### config.mk
export PLATFORM = sky130hd
export DESIGN_NAME = quantized_lcg_uniform_sampler
export DESIGN_NICKNAME = d
export VERILOG_FILES = /design/src/design/qlus_pkg.sv /design/src/design/qlus_lcg.sv /design/src/design/qlus_smul.sv /design/src/design/qlus_smod.sv /design/src/design/quantized_lcg_uniform_sampler.sv
export VERILOG_INCLUDE_DIRS = /design/src /design/src/design
export SDC_FILE = /design/constraint.sdc
export NUM_CORES = 2
export LEC_CHECK = 0
export CAP_MARGIN = 30
export CORE_MARGIN = 2
export CORE_UTILIZATION = 60
export CTS_BUF_LIST = sky130_fd_sc_hd__clkbuf_2 sky130_fd_sc_hd__clkbuf_4 sky130_fd_sc_hd__clkbuf_8
export DETAILED_ROUTE_END_ITERATION = 10
export DONT_BUFFER_PORTS = 1
export HOLD_SLACK_MARGIN = 0.15
export PLACE_DENSITY = 0.75
export SETUP_SLACK_MARGIN = 0.4
export SYNTH_ARGS = -nofsm -noshare
export SYNTH_HDL_FRONTEND = slang
export SYNTH_SLANG_ARGS = --single-unit
### constraint.sdc
create_clock -name clk_i -period 12.37 [get_ports clk_i]
set_clock_uncertainty 0.15 [all_clocks]
set_input_delay 0.6185 -clock clk_i [delete_from_list [all_inputs] [get_ports clk_i]]
set_output_delay 0.6185 -clock clk_i [all_outputs]
set_load 0.01 [all_outputs]
### src/design/quantized_lcg_uniform_sampler_defines.svh
// Assertion macros for the quantized LCG uniform sampler.
`ifndef QUANTIZED_LCG_UNIFORM_SAMPLER_DEFINES_SVH
`define QUANTIZED_LCG_UNIFORM_SAMPLER_DEFINES_SVH

// Check a consequence in the same cycle as its antecedent.
`define QLUS_ASSERT_SAME(lbl, ante, cons, msg) \
  lbl: assert property (@(posedge clk_i) disable iff (!rst_ni) (ante) |-> (cons)) \
    else $error(msg);

// Check a consequence in the cycle after its antecedent.
`define QLUS_ASSERT_NEXT(lbl, ante, cons, msg) \
  lbl: assert property (@(posedge clk_i) disable iff (!rst_ni) (ante) |=> (cons)) \
    else $error(msg);

`endif

### src/design/qlus_pkg.sv
// Shared constants and types of the quantized LCG uniform sampler.
`default_nettype none

package qlus_pkg;

  // Generator word and the bit count of the serial multiply
  localparam int unsigned GEN_W     = 32;
  localparam int unsigned GEN_CNT_W = $clog2(GEN_W + 1);

  // LCG coefficients
  localparam logic [GEN_W-1:0] LCG_MUL = 32'd1664525;
  localparam logic [GEN_W-1:0] LCG_ADD = 32'd1013904223;

  // Status of a serial arithmetic unit
  typedef struct packed {
    logic busy;
    logic done;
  } qlus_stat_t;

endpackage

`default_nettype wire

### src/design/qlus_lcg.sv
// Seed register and 32-bit linear congruential generator state.
`default_nettype none

module qlus_lcg import qlus_pkg::*; (
  input  logic             clk_i,
  input  logic             rst_ni,
  input  logic             cfg_we_i,
  input  logic [GEN_W-1:0] cfg_wdata_i,
  input  logic             reload_i,
  input  logic             advance_i,
  output logic [GEN_W-1:0] next_o
);

  logic [GEN_W-1:0] seed_q;
  logic [GEN_W-1:0] state_q;
  logic [GEN_W-1:0] state_d;

  // Next generator value, modulo 2^32
  assign next_o = state_q * LCG_MUL + LCG_ADD;

  // Load from a write, reload from seed, or advance
  always_comb begin
    state_d = state_q;
    if (cfg_we_i) begin
      state_d = cfg_wdata_i;
    end else if (reload_i) begin
      state_d = seed_q;
    end else if (advance_i) begin
      state_d = next_o;
    end
  end

  always_ff @(posedge clk_i or negedge rst_ni) begin
    if (!rst_ni) begin
      seed_q  <= '0;
      state_q <= '0;
    end else begin
      if (cfg_we_i) begin
        seed_q <= cfg_wdata_i;
      end
      state_q <= state_d;
    end
  end

endmodule

`default_nettype wire

### src/design/qlus_smul.sv
// Bit-serial multiplier: floor(mult * mcand / 2^32) and a sticky remainder flag.
`default_nettype none

module qlus_smul import qlus_pkg::*; #(
  parameter int unsigned MW = 32
) (
  input  logic             clk_i,
  input  logic             rst_ni,
  input  logic             start_i,
  input  logic [GEN_W-1:0] mult_i,
  input  logic [MW-1:0]    mcand_i,
  output qlus_stat_t       stat_o,
  output logic [MW-1:0]    prod_o,
  output logic             sticky_o
);

  logic [GEN_W-1:0]     mult_q;
  logic [MW-1:0]        mcand_q;
  logic [MW-1:0]        acc_q;
  logic                 sticky_q;
  logic [GEN_CNT_W-1:0] cnt_q;
  logic                 busy_q;
  logic                 done_q;
  logic [MW:0]          sum;

  // Add the multiplicand when the current multiplier bit is set
  assign sum = {1'b0, acc_q} + (mult_q[0] ? {1'b0, mcand_q} : '0);

  // Control: count one multiplier bit per cycle
  always_ff @(posedge clk_i or negedge rst_ni) begin
    if (!rst_ni) begin
      busy_q <= 1'b0;
      done_q <= 1'b0;
      cnt_q  <= '0;
    end else begin
      done_q <= 1'b0;
      if (start_i) begin
        busy_q <= 1'b1;
        cnt_q  <= GEN_CNT_W'(GEN_W);
      end else if (busy_q) begin
        cnt_q <= cnt_q - GEN_CNT_W'(1);
        if (cnt_q == GEN_CNT_W'(1)) begin
          busy_q <= 1'b0;
          done_q <= 1'b1;
        end
      end
    end
  end

  // Datapath: shift the partial product right, collect dropped bits
  always_ff @(posedge clk_i) begin
    if (start_i) begin
      mult_q   <= mult_i;
      mcand_q  <= mcand_i;
      acc_q    <= '0;
      sticky_q <= 1'b0;
    end else if (busy_q) begin
      acc_q    <= sum[MW:1];
      sticky_q <= sticky_q | sum[0];
      mult_q   <= mult_q >> 1;
    end
  end

  assign stat_o.busy = busy_q;
  assign stat_o.done = done_q;
  assign prod_o      = acc_q;
  assign sticky_o    = sticky_q;

endmodule

`default_nettype wire

### src/design/qlus_smod.sv
// Bit-serial restoring remainder unit: num mod den, one dividend bit per cycle.
`default_nettype none

module qlus_smod import qlus_pkg::*; #(
  parameter int unsigned NW = 34,
  parameter int unsigned DW = 32
) (
  input  logic          clk_i,
  input  logic          rst_ni,
  input  logic          start_i,
  input  logic [NW-1:0] num_i,
  input  logic [DW-1:0] den_i,
  output qlus_stat_t    stat_o,
  output logic [DW-1:0] rem_o
);

  localparam int unsigned CW = $clog2(NW + 1);

  logic [NW-1:0] num_q;
  logic [DW-1:0] den_q;
  logic [DW-1:0] rem_q;
  logic [CW-1:0] cnt_q;
  logic          busy_q;
  logic          done_q;
  logic [DW:0]   trial;
  logic [DW:0]   diff;
  logic          ge;

  // Bring in the next dividend bit and try a subtraction
  assign trial = {rem_q, num_q[NW-1]};
  assign diff  = trial - {1'b0, den_q};
  assign ge    = trial >= {1'b0, den_q};

  // Control: count one dividend bit per cycle
  always_ff @(posedge clk_i or negedge rst_ni) begin
    if (!rst_ni) begin
      busy_q <= 1'b0;
      done_q <= 1'b0;
      cnt_q  <= '0;
    end else begin
      done_q <= 1'b0;
      if (start_i) begin
        busy_q <= 1'b1;
        cnt_q  <= CW'(NW);
      end else if (busy_q) begin
        cnt_q <= cnt_q - CW'(1);
        if (cnt_q == CW'(1)) begin
          busy_q <= 1'b0;
          done_q <= 1'b1;
        end
      end
    end
  end

  // Datapath: keep the partial remainder, restore when the trial goes negative
  always_ff @(posedge clk_i) begin
    if (start_i) begin
      num_q <= num_i;
      den_q <= den_i;
      rem_q <= '0;
    end else if (busy_q) begin
      num_q <= {num_q[NW-2:0], 1'b0};
      rem_q <= ge ? diff[DW-1:0] : trial[DW-1:0];
    end
  end

  assign stat_o.busy = busy_q;
  assign stat_o.done = done_q;
  assign rem_o       = rem_q;

endmodule

`default_nettype wire

### src/design/quantized_lcg_uniform_sampler.sv
// Top level of the quantized LCG uniform sampler.
//
//   channel  direction  handshake                  payload
//   in       input      in_valid_i / in_stall_o    restart, enabled, minimum,
//                                                  maximum, step, current_value
//   out      output     out_valid_o / out_stall_i  sample_value
//   cfg      input      cfg_we_i                   cfg_wdata_i (seed)
//
// One item at a time. A disabled item goes from acceptance straight to the done
// state and then to the output register; an enabled item with step <= 0 passes
// the generator step and the 32 steps of the bit-serial scaling multiply; with
// step > 0 it also passes the VALUE_WIDTH + 2 steps of the bit-serial remainder
// unit, then the snap and the clamp.
// Reset clears generator, seed and control at once; no clearing pass.
// A stalled result waits in the output register; the next item is accepted and
// worked on meanwhile, and waits in its final state until the register is free.
`default_nettype none
`include "quantized_lcg_uniform_sampler_defines.svh"

module quantized_lcg_uniform_sampler import qlus_pkg::*; #(
  parameter int unsigned VALUE_WIDTH = 32
) (
  input  logic                   clk_i,
  input  logic                   rst_ni,
  input  logic                   cfg_we_i,
  input  logic [GEN_W-1:0]       cfg_wdata_i,
  input  logic                   in_valid_i,
  output logic                   in_stall_o,
  input  logic                   restart_i,
  input  logic                   enabled_i,
  input  logic signed [VALUE_WIDTH-1:0] minimum_i,
  input  logic signed [VALUE_WIDTH-1:0] maximum_i,
  input  logic signed [VALUE_WIDTH-1:0] step_i,
  input  logic signed [VALUE_WIDTH-1:0] current_value_i,
  output logic                   out_valid_o,
  input  logic                   out_stall_i,
  output logic signed [VALUE_WIDTH-1:0] sample_value_o
);

  localparam int unsigned W  = VALUE_WIDTH;
  localparam int unsigned XW = VALUE_WIDTH + 2;

  typedef enum logic [7:0] {
    S_IDLE  = 8'b0000_0001,
    S_LCG   = 8'b0000_0010,
    S_MUL   = 8'b0000_0100,
    S_PREP  = 8'b0000_1000,
    S_DIV   = 8'b0001_0000,
    S_SNAP  = 8'b0010_0000,
    S_CLAMP = 8'b0100_0000,
    S_DONE  = 8'b1000_0000
  } state_e;

  state_e state_q;
  state_e state_d;

  logic                 in_acc;
  logic                 slot_free;
  logic                 step_pos;

  logic [W:0]           d_full;
  logic [W-1:0]         mag_d;

  logic signed [W-1:0]  lo_q;
  logic signed [W-1:0]  hi_q;
  logic signed [W-1:0]  step_q;
  logic                 dneg_q;
  logic [W-1:0]         mag_q;
  logic [W-1:0]         offm_q;
  logic [XW-1:0]        n_q;
  logic [W:0]           offq_q;
  logic signed [XW-1:0] snap_q;
  logic [W-1:0]         res_q;
  logic [W-1:0]         out_q;
  logic                 out_valid_q;

  logic signed [XW-1:0] lo_x;
  logic signed [XW-1:0] hi_x;
  logic signed [XW-1:0] v_x;
  logic signed [XW-1:0] c1;
  logic signed [XW-1:0] c2;
  logic [XW-1:0]        n_d;
  logic [XW-1:0]        nr;

  logic [GEN_W-1:0]     gen_next;
  qlus_stat_t           mul_st;
  logic [W-1:0]         mul_prod;
  logic                 mul_sticky;
  qlus_stat_t           div_st;
  logic [W-1:0]         div_rem;

  assign in_stall_o = (state_q != S_IDLE);
  assign in_acc     = in_valid_i && (state_q == S_IDLE);
  assign slot_free  = !out_valid_q || !out_stall_i;

  // Span of the bounds and its magnitude
  assign d_full = {maximum_i[W-1], maximum_i} - {minimum_i[W-1], minimum_i};
  assign mag_d  = d_full[W] ? '0 - d_full[W-1:0] : d_full[W-1:0];

  // Bounds widened for the snap and clamp arithmetic
  assign lo_x     = {{2{lo_q[W-1]}}, lo_q};
  assign hi_x     = {{2{hi_q[W-1]}}, hi_q};
  assign step_pos = !step_q[W-1] && (|step_q);

  // Drawn value, and dividend 2*|offset| + step for the rounding
  assign v_x = dneg_q ? lo_x - {2'b00, offm_q} : lo_x + {2'b00, offm_q};
  assign n_d = {1'b0, offm_q, 1'b0} + {2'b00, step_q};
  assign nr  = n_q - {2'b00, div_rem};

  // Clamp to minimum, then to maximum
  assign c1 = (snap_q < lo_x) ? lo_x : snap_q;
  assign c2 = (c1 > hi_x) ? hi_x : c1;

  qlus_lcg u_lcg (
    .clk_i       (clk_i),
    .rst_ni      (rst_ni),
    .cfg_we_i    (cfg_we_i),
    .cfg_wdata_i (cfg_wdata_i),
    .reload_i    (in_acc && restart_i),
    .advance_i   (state_q == S_LCG),
    .next_o      (gen_next)
  );

  qlus_smul #(.MW(W)) u_smul (
    .clk_i    (clk_i),
    .rst_ni   (rst_ni),
    .start_i  (state_q == S_LCG),
    .mult_i   (gen_next),
    .mcand_i  (mag_q),
    .stat_o   (mul_st),
    .prod_o   (mul_prod),
    .sticky_o (mul_sticky)
  );

  qlus_smod #(.NW(XW), .DW(W)) u_smod (
    .clk_i   (clk_i),
    .rst_ni  (rst_ni),
    .start_i ((state_q == S_PREP) && step_pos),
    .num_i   (n_d),
    .den_i   ({step_q[W-2:0], 1'b0}),
    .stat_o  (div_st),
    .rem_o   (div_rem)
  );

  // Sequencer
  always_comb begin
    state_d = state_q;
    unique case (state_q)
      S_IDLE: begin
        if (in_valid_i) begin
          state_d = enabled_i ? S_LCG : S_DONE;
        end
      end
      S_LCG: begin
        state_d = S_MUL;
      end
      S_MUL: begin
        if (mul_st.done) begin
          state_d = S_PREP;
        end
      end
      S_PREP: begin
        state_d = step_pos ? S_DIV : S_DONE;
      end
      S_DIV: begin
        if (div_st.done) begin
          state_d = S_SNAP;
        end
      end
      S_SNAP: begin
        state_d = S_CLAMP;
      end
      S_CLAMP: begin
        state_d = S_DONE;
      end
      S_DONE: begin
        if (slot_free) begin
          state_d = S_IDLE;
        end
      end
      default: begin
        state_d = S_IDLE;
      end
    endcase
  end

  // Control registers: state and output valid
  always_ff @(posedge clk_i or negedge rst_ni) begin
    if (!rst_ni) begin
      state_q     <= S_IDLE;
      out_valid_q <= 1'b0;
    end else begin
      state_q <= state_d;
      if ((state_q == S_DONE) && slot_free) begin
        out_valid_q <= 1'b1;
      end else if (out_valid_q && !out_stall_i) begin
        out_valid_q <= 1'b0;
      end
    end
  end

  // Datapath registers of the item at work
  always_ff @(posedge clk_i) begin
    if (in_acc) begin
      lo_q   <= minimum_i;
      hi_q   <= maximum_i;
      step_q <= step_i;
      dneg_q <= d_full[W];
      mag_q  <= mag_d;
      res_q  <= current_value_i;
    end
    if ((state_q == S_MUL) && mul_st.done) begin
      offm_q <= mul_prod + {{(W-1){1'b0}}, dneg_q & mul_sticky};
    end
    if (state_q == S_PREP) begin
      res_q <= v_x[W-1:0];
      n_q   <= n_d;
    end
    if ((state_q == S_DIV) && div_st.done) begin
      offq_q <= nr[XW-1:1];
    end
    if (state_q == S_SNAP) begin
      snap_q <= dneg_q ? lo_x - {1'b0, offq_q} : lo_x + {1'b0, offq_q};
    end
    if (state_q == S_CLAMP) begin
      res_q <= c2[W-1:0];
    end
    if ((state_q == S_DONE) && slot_free) begin
      out_q <= res_q;
    end
  end

  assign out_valid_o    = out_valid_q;
  assign sample_value_o = out_q;

  `QLUS_ASSERT_SAME(a_mul_in_state, mul_st.busy, state_q == S_MUL, "multiplier busy")
  `QLUS_ASSERT_SAME(a_div_in_state, div_st.busy, state_q == S_DIV, "remainder unit busy")
  `QLUS_ASSERT_NEXT(a_accept_next, in_acc, state_q == S_LCG || state_q == S_DONE, "bad state")
  `QLUS_ASSERT_NEXT(a_result_loaded, state_q == S_DONE && slot_free, out_valid_o, "no result")

endmodule

`default_nettype wire

==> results.ini <==
[global_routing]
use_met2_pct = 51.2
grt_pass1_vias = 34241
grt_use_met1_pct = 41.9
grt_use_total_pct = 32.1
grt_max_degree = 90
antenna_found_initial = 7
globalRouteOverflowTotal = 0
busiest_layer = met2
grt_first_pass_wirelength_um = 191000
use_met3_pct = 6.86

[finish]
finalInstanceArea_sq_um = 49800
syn_to_final_growth_pct = 10.8
layout.cells.most_common_list = inv_1 (561), ha_1 (457), edfxtp_1 (455)
drive_gt1_share_pct = 6.76
final_common_cell = inv_1
final_nets = 5476
nFillCells = 5807
postLayoutCoreUtil_pct = 67.0

[hold_path]
min_path_type = reg -> reg

[clock_tree]
cts_made_buffers = 102
htree_levels = 3
clk_latency_ns = 0.75
cts_tree = yes
clockBufferDepth = 3
path_clk_slew_ns = 0.07
root_buffer = clkbuf_8
clock-sinks = 609
cts_resized = 0

[floorplanning]
initial_core_util_pct = 60.5
dieArea_sq_um = 77100
fp.dieW_um = 278
rows = 100
core_area_sq_um = 74300
io_pins = 201
die-height_um = 278

[route]
detail-route-antenna-nets = 0
vias = 35074
routed_via_density = 6.08
dr.pass1.iters = 6
drc = 0
wirelength_um = 125000
wl_per_cell_um = 21.7
drtIter0Drc = 3415

[critical_path]
path_class = reg -> reg
crit_family = adder cells
start_kind = register
critPathMaxFanout = 11
max_stage_delay_ns = 0.60
critPathArrivalTime_ns = 7.93
slowest_stage = dfrtp_1
cp_common_cell = inv_1
end_kind = register
path_buf_inv = 6
cp.required_ns = 12.70
rrSetupSlack_ns = 4.77

[yosys]
ys_seq_area_share_pct = 38.2
syn_nets = 5284
avgSynthCellArea_sq_um = 9.95
synthCells = 4516
async_flop_share_pct = 14.6
ys_types = 103
yosysWarnings = 0
synthFlopType = edfxtp_1
synth.ff_latch_count = 609
synth_edf_count = 455
synth_area_sq_um = 45000

[placement]
dp_hpwl_um = 95500
port-buffer-count = 0
place_congestion = 0.998
placed_area_sq_um = 45900

[sta]
fmax_ghz = 0.132
tightest_slew_ns = 1.06
min_period_ns = 7.60
final-setup-viol-count = 0
slew_headroom_pct = 28.8
hold_ws_ns = 0.235
timing.final.crit_share_pct = 61.4
final.setup.tns_ns = 0
rsz0062_at_grt = false
hold_viol = 0
slew_violations = 0

[outcome]
status = finished, final reports clean

[run]
cap_violations = 0

==> routing by layer <==
layer | part of all wire (%) | wire length [um] | up-vias
li1 | - | - | 16353
met3 | 8.9 | 11100 | 339
met2 | 46 | 57400 | 1527
met1 | 40 | 50400 | 16855
met4 | 4.8 | 5940 | 0
met5 | 0 | 0 | -
==> stage by stage <==
stage | worst slack (ns) | instances
finish | 4.77 | 5768
global route | 4.35 | 5767
detailed placement | 4.91 | 5399
floorplan | 3.97 | 4516
CTS | 4.84 | 5761
global placement | 5.07 | 5399
==> layout make-up <==
type | instances | area, sq um | area share, %
antenna | 6 | 15.0 | 0.0301
clock buffer | 131 | 1650 | 3.31
clock inverter | 58 | 412 | 0.826
inverter | 564 | 2120 | 4.25
multi-input combinational | 3230 | 25200 | 50.6
sequential | 609 | 17200 | 34.5
tap | 969 | 1210 | 2.43
timing repair buffer | 201 | 2000 | 4.01
==> flip-flops by register name, summed over array words and instances, names as in the netlist, 33 cells and up <==
name,count
n_q,34
offq_q,33
snap_q,34
u_smod.num_q,34
==> what timing repair did <==
| item | 4_1_cts | 5_1_grt |
|---|---|---|
| hold buffers | 173 | 0 |
| buffers inserted | 0 | 0 |
| endpoints found under the hold margin | 285 | 0 |
| endpoints found under the setup margin | 0 | 0 |
==> cell usage after synthesis (all sizes together), types with 35 or more instances <==
cell | n | area, sq um
nand2b | 35 | 219
nand2 | 358 | 1340
nand3 | 58 | 295
nor3 | 63 | 327
ha | 457 | 5720
and2 | 55 | 345
inv | 563 | 2110
dfxtp | 65 | 1300
mux2i | 68 | 681
xnor2 | 274 | 2410
dfrtp | 88 | 2200
a31oi | 44 | 282
a21o | 147 | 1110
fa | 144 | 2880
a21oi | 298 | 1500
xor2 | 93 | 815
edfxtp | 455 | 13700
nand4 | 47 | 294
nor2 | 278 | 1050
o21ai | 249 | 1260
clkbuf | 86 | 333
mux2 | 64 | 721
a211oi | 37 | 293
o21a | 43 | 323
==> cell families (layout without fill, tap and decap cells) <==
group / Yosys count / after routing / share of synthesized area (%)
buf+inv: 677 / 954 / 5.81
xor+xnor: 367 / 367 / 7.17
other cells: 0 / 6 / 0
compound gates: 1064 / 1064 / 15.2
mux: 132 / 132 / 3.12
fa+ha+maj: 601 / 601 / 19.1
simple gates: 1066 / 1066 / 11.3
flops: 609 / 609 / 38.2
==> path summary, 6_finish.rpt <==
path	start	to	cells after the start
max	u_lcg.state_q[1]	u_smul.mult_q[30]	27
min	mag_q[23]	u_smul.mcand_q[23]	0
max reg2reg	u_lcg.state_q[1]	u_smul.mult_q[30]	27
min reg2reg	mag_q[23]	u_smul.mcand_q[23]	0
max in group asynchronous	rst_ni	u_smod.busy_q	2
min in group asynchronous	rst_ni	u_lcg.seed_q[11]	2
Power is left out: the tool's default activity adds up to more than one toggle a clock period on the data nets, which glitch-free logic cannot reach.
